**config.mk**
```make
export PLATFORM = sky130hd
export DESIGN_NAME = fraction_reducer_top
export DESIGN_NICKNAME = d
export VERILOG_FILES = /design/src/frac_red_pkg.sv /design/src/frac_red_ctrl.sv /design/src/frac_red_dp.sv /design/src/fraction_reducer_top.sv
export SDC_FILE = /design/constraint.sdc
export NUM_CORES = 2
export LEC_CHECK = 0
export BUFFER_PORTS_ARGS = -buffer_cell sky130_fd_sc_hd__buf_4
export CAP_MARGIN = 20
export CELL_PAD_IN_SITES_DETAIL_PLACEMENT = 1
export CELL_PAD_IN_SITES_GLOBAL_PLACEMENT = 1
export CORE_ASPECT_RATIO = 1.75
export CORE_UTILIZATION = 49
export CTS_BUF_LIST = sky130_fd_sc_hd__clkbuf_8
export DETAILED_ROUTE_END_ITERATION = 8
export PLACE_DENSITY = 0.83
export SLEW_MARGIN = 20
export SYNTH_ARGS = -nofsm -noshare
export SYNTH_HDL_FRONTEND = slang
export SYNTH_SLANG_ARGS = --single-unit
```
**constraint.sdc**
```tcl
create_clock -name clk -period 14.4 [get_ports clk]
set_input_delay 2.88 -clock clk [delete_from_list [all_inputs] [get_ports clk]]
set_output_delay 2.88 -clock clk [all_outputs]
set_load 0.1 [all_outputs]
```
**src/frac_red_pkg.sv**
```systemverilog
// package for the fraction reducer: controller state type and command/status structs
// no dependencies
package frac_red_pkg;

  typedef enum logic [2:0] {
    ST_IDLE,
    ST_GCD,
    ST_DIVN,
    ST_DIVD,
    ST_DONE
  } state_t;

  typedef struct packed {
    logic load;       // capture request, start magnitudes
    logic gcd_start;  // load gcd operands
    logic gcd_step;   // one binary-gcd step
    logic div_start;  // load divider for numerator or denominator
    logic div_sel_d;  // 0: numerator, 1: denominator
    logic div_step;   // one restoring division bit
    logic finish;     // form result registers
  } cmd_t;

  typedef struct packed {
    logic both_zero;
    logic gcd_done;
    logic div_done;
  } status_t;

endpackage

```
**src/frac_red_ctrl.sv**
```systemverilog
// controller state machine for the fraction reducer
// depends on frac_red_pkg
module frac_red_ctrl (
  input  logic                   clk,
  input  logic                   rst,
  input  logic                   in_valid,
  output logic                   in_stall,
  output logic                   out_valid,
  input  logic                   out_stall,
  output frac_red_pkg::cmd_t     cmd,
  input  frac_red_pkg::status_t  status
);
  import frac_red_pkg::*;

  state_t state, state_next;
  logic   out_valid_next;
  logic   accept;

  // one item at a time; a result may wait in the output register while the next item works
  assign accept = in_valid && !in_stall;

  always_comb begin
    state_next = state;
    unique case (state)
      ST_IDLE: if (accept) state_next = status.both_zero ? ST_DONE : ST_GCD;
      ST_GCD:  if (status.gcd_done) state_next = ST_DIVN;
      ST_DIVN: if (status.div_done) state_next = ST_DIVD;
      ST_DIVD: if (status.div_done) state_next = ST_DONE;
      ST_DONE: if (!out_valid || !out_stall) state_next = ST_IDLE;
      default: state_next = ST_IDLE;
    endcase
  end

  always_comb begin
    cmd = '0;
    in_stall = 1'b1;
    unique case (state)
      ST_IDLE: begin
        in_stall = 1'b0;
        cmd.load = accept;
      end
      ST_GCD: begin
        cmd.gcd_step = !status.gcd_done;
        cmd.div_start = status.gcd_done;
      end
      ST_DIVN: begin
        cmd.div_step = !status.div_done;
        cmd.div_start = status.div_done;
        cmd.div_sel_d = status.div_done;
      end
      ST_DIVD: begin
        cmd.div_sel_d = 1'b1;
        cmd.div_step = !status.div_done;
      end
      ST_DONE: cmd.finish = !out_valid || !out_stall;
      default: ;
    endcase
    cmd.gcd_start = cmd.load;
  end

  always_comb begin
    out_valid_next = out_valid;
    if (out_valid && !out_stall) out_valid_next = 1'b0;
    if (cmd.finish) out_valid_next = 1'b1;
  end

  always_ff @(posedge clk) begin
    if (rst) begin
      state <= ST_IDLE;
      out_valid <= 1'b0;
    end else begin
      state <= state_next;
      out_valid <= out_valid_next;
    end
  end

endmodule

```
**src/frac_red_dp.sv**
```systemverilog
// datapath for the fraction reducer: magnitudes, binary gcd, bit-serial divider, result regs
// depends on frac_red_pkg
module frac_red_dp #(
  parameter int WORD_BITS = 64
) (
  input  logic                   clk,
  input  logic [63:0]            numerator_in,
  input  logic [63:0]            denominator_in,
  input  frac_red_pkg::cmd_t     cmd,
  output frac_red_pkg::status_t  status,
  output logic [63:0]            numerator_out,
  output logic [62:0]            denominator_out,
  output logic [62:0]            common_divisor,
  output logic                   zero_over_zero
);
  import frac_red_pkg::*;

  localparam int W = WORD_BITS;
  localparam int CW = $clog2(W + 1);
  localparam logic [W-1:0] MAX_POS = {1'b0, {(W-1){1'b1}}};

  logic [W-1:0]  in_n, in_d, abs_n, abs_d;
  logic [W-1:0]  mag_n, mag_d;
  logic          neg;
  logic [W-1:0]  ga, gb;
  logic [CW-1:0] shift;
  logic [W-1:0]  g;
  logic [W-1:0]  quo, rem, dvd;
  logic [CW-1:0] cnt;
  logic [W-1:0]  rn;
  logic [W:0]    trial;
  logic [W-1:0]  g_sat, rd_sat, num_val;

  assign in_n = numerator_in[W-1:0];
  assign in_d = denominator_in[W-1:0];
  assign abs_n = in_n[W-1] ? (~in_n + 1'b1) : in_n;
  assign abs_d = in_d[W-1] ? (~in_d + 1'b1) : in_d;

  assign status.both_zero = (abs_n == '0) && (abs_d == '0);
  // binary gcd ends when one operand is zero; result is the other shifted back
  assign status.gcd_done = (ga == '0) || (gb == '0);
  assign g = ((ga == '0) ? gb : ga) << shift;
  assign status.div_done = (cnt == '0);

  assign trial = {rem, dvd[W-1]} - {1'b0, g};

  always_ff @(posedge clk) begin
    if (cmd.load) begin
      mag_n <= abs_n;
      mag_d <= abs_d;
      neg <= in_n[W-1] ^ in_d[W-1];
    end
    if (cmd.gcd_start) begin
      ga <= abs_n;
      gb <= abs_d;
      shift <= '0;
    end else if (cmd.gcd_step) begin
      if (!ga[0] && !gb[0]) begin
        ga <= ga >> 1;
        gb <= gb >> 1;
        shift <= shift + 1'b1;
      end else if (!ga[0]) begin
        ga <= ga >> 1;
      end else if (!gb[0]) begin
        gb <= gb >> 1;
      end else if (ga >= gb) begin
        ga <= ga - gb;
      end else begin
        gb <= gb - ga;
      end
    end
    if (cmd.div_start) begin
      dvd <= cmd.div_sel_d ? mag_d : mag_n;
      rem <= '0;
      quo <= '0;
      cnt <= CW'(W);
      if (cmd.div_sel_d) rn <= quo;
    end else if (cmd.div_step) begin
      dvd <= dvd << 1;
      cnt <= cnt - 1'b1;
      if (!trial[W]) begin
        rem <= trial[W-1:0];
        quo <= {quo[W-2:0], 1'b1};
      end else begin
        rem <= {rem[W-2:0], dvd[W-1]};
        quo <= {quo[W-2:0], 1'b0};
      end
    end
  end

  assign g_sat  = (g > MAX_POS) ? MAX_POS : g;
  assign rd_sat = (quo > MAX_POS) ? MAX_POS : quo;
  assign num_val = neg ? (~rn + 1'b1) : ((rn > MAX_POS) ? MAX_POS : rn);

  always_ff @(posedge clk) begin
    if (cmd.finish) begin
      if (status.gcd_done && mag_n == '0 && mag_d == '0) begin
        numerator_out <= '0;
        denominator_out <= 63'd1;
        common_divisor <= '0;
        zero_over_zero <= 1'b1;
      end else begin
        zero_over_zero <= 1'b0;
        common_divisor <= 63'(g_sat);
        if (rn == '0) begin
          numerator_out <= '0;
          denominator_out <= 63'd1;
        end else begin
          numerator_out <= 64'($signed(num_val));
          denominator_out <= 63'(rd_sat);
        end
      end
    end
  end

endmodule

```
**src/fraction_reducer_top.sv**
```systemverilog
// top level of the fraction reducer: controller plus datapath
// depends on frac_red_pkg, frac_red_ctrl, frac_red_dp
//
// channel   direction  handshake            payload
// request   in         in_valid / in_stall  numerator_in, denominator_in
// result    out        out_valid / out_stall numerator_out, denominator_out,
//                                           common_divisor, zero_over_zero
//
// one request at a time: accept, then binary-gcd steps and a done step, then bit-serial
// restoring division of the numerator and then the denominator by the gcd, and a finish
// step that fills the result registers
// a 0/0 request skips the gcd and both divisions and goes straight to the finish step
// the gcd step loop and the restoring divider set how long a request takes
// rst is synchronous active high and clears only control state
// a stalled result holds in the output register; the next request is taken
// once it has been moved there
module fraction_reducer_top #(
  parameter int WORD_BITS = 64
) (
  input  logic        clk,
  input  logic        rst,
  input  logic        in_valid,
  output logic        in_stall,
  input  logic [63:0] numerator_in,
  input  logic [63:0] denominator_in,
  output logic        out_valid,
  input  logic        out_stall,
  output logic [63:0] numerator_out,
  output logic [62:0] denominator_out,
  output logic [62:0] common_divisor,
  output logic        zero_over_zero
);
  import frac_red_pkg::*;

  cmd_t    cmd;
  status_t status;

  // sequencing of gcd, two divisions and result capture
  frac_red_ctrl u_ctrl (
    .clk       (clk),
    .rst       (rst),
    .in_valid  (in_valid),
    .in_stall  (in_stall),
    .out_valid (out_valid),
    .out_stall (out_stall),
    .cmd       (cmd),
    .status    (status)
  );

  // magnitudes, gcd hardware, one divider shared by both divisions, result registers
  frac_red_dp #(.WORD_BITS(WORD_BITS)) u_dp (
    .clk             (clk),
    .numerator_in    (numerator_in),
    .denominator_in  (denominator_in),
    .cmd             (cmd),
    .status          (status),
    .numerator_out   (numerator_out),
    .denominator_out (denominator_out),
    .common_divisor  (common_divisor),
    .zero_over_zero  (zero_over_zero)
  );

endmodule
```
======== After elaboration in Yosys (flattened, before gate mapping) ========
Index checks and enable logic that the tools add are counted.
word-level totals
  register bits ........................... 722
  latch bits .............................. 0
  bits in writable memories ............... 0
  bits in read-only memories .............. 0
  input bits .............................. 132
  output and inout port bits .............. 193
  memories kept ........................... 0
operators by class
  $add $sub $neg .......................... 8
  $mul .................................... 0
  div/mod/pow operators ................... 0
  $lt $le $gt $ge ......................... 4
  eq/ne operators ......................... 12
  shifts and indexed selects .............. 1
  muxes and demuxes ....................... 40
  bitwise gates (word level) .............. 4
  reductions and logical operators ........ 35
operators with widths
  operator                                                                            number
  64-bit 2-to-1 mux                                                                   21
  64-bit zero test                                                                    7
  64-bit by 1-bit adder with 64-bit output (second input constant)                    3
  64-bit by 63-bit greater-than comparator with 1-bit output (second input constant)  3
  64-bit NOT                                                                          3
  64-bit subtractor                                                                   2
  63-bit 2-to-1 mux                                                                   2
  65-bit by 64-bit subtractor with 65-bit output                                      1
  64-bit >= comparator                                                                1
  64-bit by 7-bit left shift with 64-bit output                                       1
  3-bit 2-to-1 mux                                                                    6
  3-bit one-hot mux with 5 select lines                                               1
  4-bit != test (second input constant)                                               3
  2-bit by 1-bit != test with 1-bit output (second input constant)                    5
  1-bit 2-to-1 mux                                                                    8
  7-bit by 1-bit adder with 7-bit output (second input constant)                      1
  7-bit zero test                                                                     1
  7-bit by 1-bit subtractor with 7-bit output (second input constant)                 1
  3-bit by 2-bit equality test with 1-bit output (second input constant)              2
  1-bit logical AND                                                                   6
  1-bit zero test                                                                     6
  2-bit AND reduction                                                                 3
  3-bit AND reduction                                                                 2
  2-bit nonzero test                                                                  3
  11 further kinds                                                                    12

======== Logic depth before layout (Yosys ltp) ========
  depth after elaboration ................. 8
  gate-level depth with buffers ........... 25
  depth with buffers taken out ............ 20

======== Modules after synthesis ========
A second synthesis with hierarchy kept.
second synthesis, totals
  cells, all modules ...................... 5284
  area total of the unflattened synthesis .. 48724.2 sq um
modules (own cells, without submodules)
  module         instances  cells an instance  area an instance (sq um)  seq. area each (sq um)
  frac_red_dp    1          5242               48420.2                   20139.3
  frac_red_ctrl  1          42                 304.0                     80.1

======== Least setup slack after synthesis ========
OpenSTA, ideal clock, no wires.
  path kind ............................... input -> register
  start point ............................. input port out_stall
  end point ............................... register u_dp.common_divisor[0] (enable)
  library setup time ...................... 0.806 ns
  arrival time ............................ 12.066 ns
  data required time ...................... 13.594 ns
  setup slack ............................. 1.528 ns
  cell stages on the path ................. 1
  cells stage by stage .................... a21oi_1
between the ends
  longest elaborated chain between the ends .. 3
ends and longest elaborated chain
  item                  RTL line                    source
  from (decl)           fraction_reducer_top.sv:27  input logic out_stall,
  1-bit zero test       frac_red_ctrl.sv:55         ST_DONE: cmd.finish = !out_valid || !out_stall;
  1-bit logical OR      frac_red_ctrl.sv:55
  1-bit 2-to-1 mux      frac_red_ctrl.sv:37         unique case (state)
  to (signal assigned)  frac_red_dp.sv:104          common_divisor <= 63'(g_sat);
  to (decl)             frac_red_dp.sv:13           output logic [62:0] common_divisor,
Every way passes these cells.
A chain may end at the register's enable or synchronous reset.

======== Worst setup path after layout ========
  start point ............................. register u_dp.ga[25]
  end point ............................... register u_dp.rem[28]
between the ends
  longest elaborated chain between the ends .. 5
  elaborated cells between the ends (all ways) .. 7
  those cells by class .................... add/sub (1); shift (1); mux (3); reduce/logical (2)
ends and longest elaborated chain
  item                                            RTL line                              source
  from (decl)                                     frac_red_dp.sv:25                     logic [W-1:0] ga, gb;
  from (signal assigned)                          frac_red_dp.sv:54                     ga <= abs_n;
  from (signal assigned)                          frac_red_dp.sv:59                     ga <= ga >> 1;
  from (signal assigned)                          frac_red_dp.sv:63                     ga <= ga >> 1;
  64-bit zero test                                frac_red_dp.sv:41, frac_red_dp.sv:42
  64-bit 2-to-1 mux                               frac_red_dp.sv:42                     assign g = ((ga == '0) ? gb : ga) << shift;
  64-bit by 7-bit left shift with 64-bit output   frac_red_dp.sv:42
  65-bit by 64-bit subtractor with 65-bit output  frac_red_dp.sv:45                     assign trial = {rem, dvd[W-1]} - {1'b0, g};
  64-bit 2-to-1 mux                               frac_red_dp.sv:81                     if (!trial[W]) begin
  to (signal assigned)                            frac_red_dp.sv:82                     rem <= trial[W-1:0];
  to (signal assigned)                            frac_red_dp.sv:85                     rem <= {rem[W-2:0], dvd[W-1]};
  to (decl)                                       frac_red_dp.sv:28                     logic [W-1:0] quo, rem, dvd;
Several ways; a longest one is shown, not always the timed one.

==> results.toml <==
[cts]
clockRootBuffer = "clkbuf_8"
htreeDepth = 3
tritoncts = "built"
cts_setup_buffers = 0
hold_buffers = 0
cts_inserted_buffers = 105
clockBufferDepth = 3
clkSinkCount = 722
cts_resized = 0
path_clk_slew_ns = 0.07
clock_latency_ns = 0.92

[layout]
drive_above_1_share_pct = 13.74
syn_to_final_growth_pct = 12.76
nets = 6067
final_util_pct = 55.78

[floorplanning]
start_util_pct = 49.47
pin_count = 325
rows = 155
die_w_um = 244.6
fp.dieH_um = 426.5
design.die.area_um2 = 104300
core-area_um2 = 102000

[sta]
finalSetupTns_ns = 0
tightest_slew_ns = 1.411
rsz0062_at_grt = "false"
min_period_ns = 8.999
hold_viol = 0
slew_headroom_pct = 4.908
layout_setup_ws_ns = 5.401
setup_viol_count_final = 0
drv_slew = 0
clock.fmax_mhz = 111.1
period_share_pct = 62.50
finalClockSkew_ns = 0.06040

[drt]
remaining_drc_errors = 0
drt_iter0_drc = 5989
via_count = 51716
ant_nets = 0
drt-total-wl_mm = 265.2
wire_per_inst_um = 36.82
drt_first_pass_iters = 8
vias_per_cell = 7.181

[yosys]
syn-instance-count = 5545
synth_area_um2 = 50460
yosys_warnings = 0
avgSynthCellArea_um2 = 9.100
synth_edf_count = 576
synth.distinct_cells = 85
syn_nets = 5880
ys_seq_area_share_pct = 40.07
ys_async_sr_fraction_pct = 0
synth-main-ff-cell = "edfxtp_1"
ys_seq_elements = 722

[worst_setup_path]
cp.depth = 20
worst-path-buf-inv = 1
crit_family = "compound AO/OA/AOI/OAI gates"
reg2reg_from = "u_dp.ga[25]$_DFFE_PP_"
r2r_slack_ns = 5.40
critPathMaxFanout = 53
cpMaxStageDelayCell = "nor4_1"
cp-end-kind = "flop"
reg2reg_to = "u_dp.rem[28]$_SDFFE_PP0P_"
cp.arrival_ns = 9.78
crit_type = "reg -> reg"
path_cells = "nor4_1, nand4_1, nor4_4, buf_4, a21oi_1, mux4_2, mux2i_1, mux2i_1, a21oi_1, a221oi_1, ha_1, nor2_1, o21bai_1, and4_1, and3_1, a21boi_0, or2_2, o211a_4, nand2_1, o21ai_0"
cp.required_ns = 15.18
critPathMaxStageDelay_ns = 0.95
reg2reg_depth = 20
start_kind = "flop"

[hold_path]
whs_path_depth = 0
min_from = "u_dp.quo[26]$_SDFFE_PP0P_"
hold_class = "reg -> reg"
hold_end = "u_dp.rn[26]$_DFFE_PP_"

[place]
dp_hpwl_mm = 200.2
portBuffers = 324
pre_cts_slack_ns = 5.907
place.gp.congestion = 1.112

[power_and_ir_drop]
p_leak_nw = 21.79
power_density_nw_per_um2 = 249.2
ir_drop_mv = 0.1872

[global_routing]
grt_pass1_vias = 52042
grt_max_degree = 110
grt_antenna_before_repair = 51
grt_pass1_wl_mm = 378.3
grt_usage_pct = 50.92
grt_overflow = 0

[run]
cap_violations = 0

[status]
status = "complete, no violations"
==> cell usage in the layout (no fill, tap or decap), types with 33 or more instances in the layout <==
| cell type | synthesis | final |
|---|---|---|
| o21a_1 | 46 | 45 |
| o31ai_1 | 60 | 60 |
| diode_2 | 0 | 47 |
| or4_1 | 43 | 43 |
| clkbuf_8 | 0 | 108 |
| nor4_1 | 109 | 109 |
| a31oi_1 | 53 | 52 |
| o21ai_0 | 339 | 334 |
| and3_1 | 33 | 33 |
| or3_1 | 46 | 46 |
| o21bai_1 | 64 | 63 |
| mux4_2 | 57 | 57 |
| a221oi_1 | 87 | 84 |
| xnor2_1 | 172 | 170 |
| dfxtp_1 | 146 | 143 |
| nand2b_1 | 48 | 45 |
| a21oi_1 | 542 | 538 |
| nand2_1 | 453 | 451 |
| buf_4 | 0 | 430 |
| nand4_1 | 101 | 101 |
| xor2_1 | 124 | 109 |
| a21o_1 | 95 | 95 |
| nand3_1 | 117 | 117 |
| edfxtp_1 | 576 | 576 |
| inv_1 | 252 | 275 |
| mux2i_1 | 229 | 229 |
| nor3_1 | 111 | 109 |
| a211oi_1 | 76 | 72 |
| nor2_1 | 552 | 534 |
| ha_1 | 200 | 200 |
==> metal layers <==
metal  GRT usage (%)  share of wire, %
met1           46.90                30
met4           58.39                14
met5           1.307              0.12
met3           19.20               9.7
met2           81.07                46
==> cell type report <==
class | instances | area, µm²
clock inverter | 88 | 688.2
tap | 1334 | 1669
antenna | 47 | 117.6
timing repair buffer | 443 | 3395
multi-input combinational | 4202 | 28340
sequential | 722 | 20220
clock buffer | 108 | 1486
fill | 11688 | 45110
inverter | 258 | 975.9
==> through the flow <==
stage	total power [mW]	cell area (µm²)	hold WS (ns)	instances
final	14.18	56900	0.4942	7202
after global routing	14.43	56830	0.4982	7173
after CTS	13.38	56370	0.4928	7140
after detailed placement	11.56	54200	0.4777	6944
after global placement	11.43	54150	0.4632	6941
after floorplan	8.025	50460	0.4064	5545
==> logic make-up (layout without fill, tap and decap cells) <==
family / after synthesis / count (layout) / share of synthesized area [%]
other: 0 / 47 / 0
muxes: 317 / 317 / 7.778
buffers and inverters: 621 / 897 / 4.649
AOI/OAI and AO/OA: 1646 / 1646 / 20.86
and+or+nand+nor: 1740 / 1740 / 16.43
xor gates and xnor gates: 296 / 296 / 5.137
DFF: 722 / 722 / 40.07
adders and majority gates: 203 / 203 / 5.078
==> sequential cells by signal, summed over array words and instances (netlist names), 64 cells and up <==
name                count
u_dp.ga                64
u_dp.rem               64
u_dp.gb                64
u_dp.dvd               64
u_dp.rn                64
u_dp.mag_d             64
u_dp.quo               64
u_dp.numerator_out     64
u_dp.mag_n             64
==> how the worst max path moves through the flow <==
| stage | startpoint | endpoint | slack, ns |
|---|---|---|---|
| CTS | u_dp.ga[14]$_DFFE_PP_ | u_dp.rem[28]$_SDFFE_PP0P_ | 5.96 |
| global placement | numerator_in[1] | u_ctrl.state[0]$_SDFFE_PP0P_ | 5.99 |
| detailed placement | numerator_in[1] | u_ctrl.state[0]$_SDFFE_PP0P_ | 5.91 |
| finish | u_dp.ga[25]$_DFFE_PP_ | u_dp.rem[28]$_SDFFE_PP0P_ | 5.40 |
| floorplan | out_stall | u_dp.common_divisor[0]$_SDFFCE_PP0P_ | 1.53 |
| global route | u_dp.ga[25]$_DFFE_PP_ | u_dp.rem[63]$_SDFFE_PP0P_ | 5.28 |
==> synthesized netlist by cell type (48+ instances only) <==
cell type,n,area (µm²)
edfxtp_1,576,17300
nor2_1,552,2072
a21oi_1,542,2713
nand2_1,453,1700
o21ai_0,339,1697
clkbuf_1,311,1167
inv_1,252,945.9
mux2i_1,229,2292
ha_1,200,2502
xnor2_1,172,1506
dfxtp_1,146,2923
xor2_1,124,1086
nand3_1,117,585.6
nor3_1,111,555.5
nor4_1,109,681.9
nand4_1,101,631.9
a21o_1,95,713.2
a221oi_1,87,762.0
a211oi_1,76,570.6
o21bai_1,64,480.5
o31ai_1,60,450.4
mux4_2,57,1284
a31oi_1,53,331.6
nand2b_1,48,300.3
==> power by group <==
group	leakage [nW]	internal, mW	switching, mW	total [mW]
sequential	6.57	2.72	0.507	3.23
clock	1.19	0.874	0.937	1.81
combinational	14.0	2.72	6.43	9.14
total	21.8	6.31	7.87	14.2
Note: power is estimated with default switching activity, not from simulation.
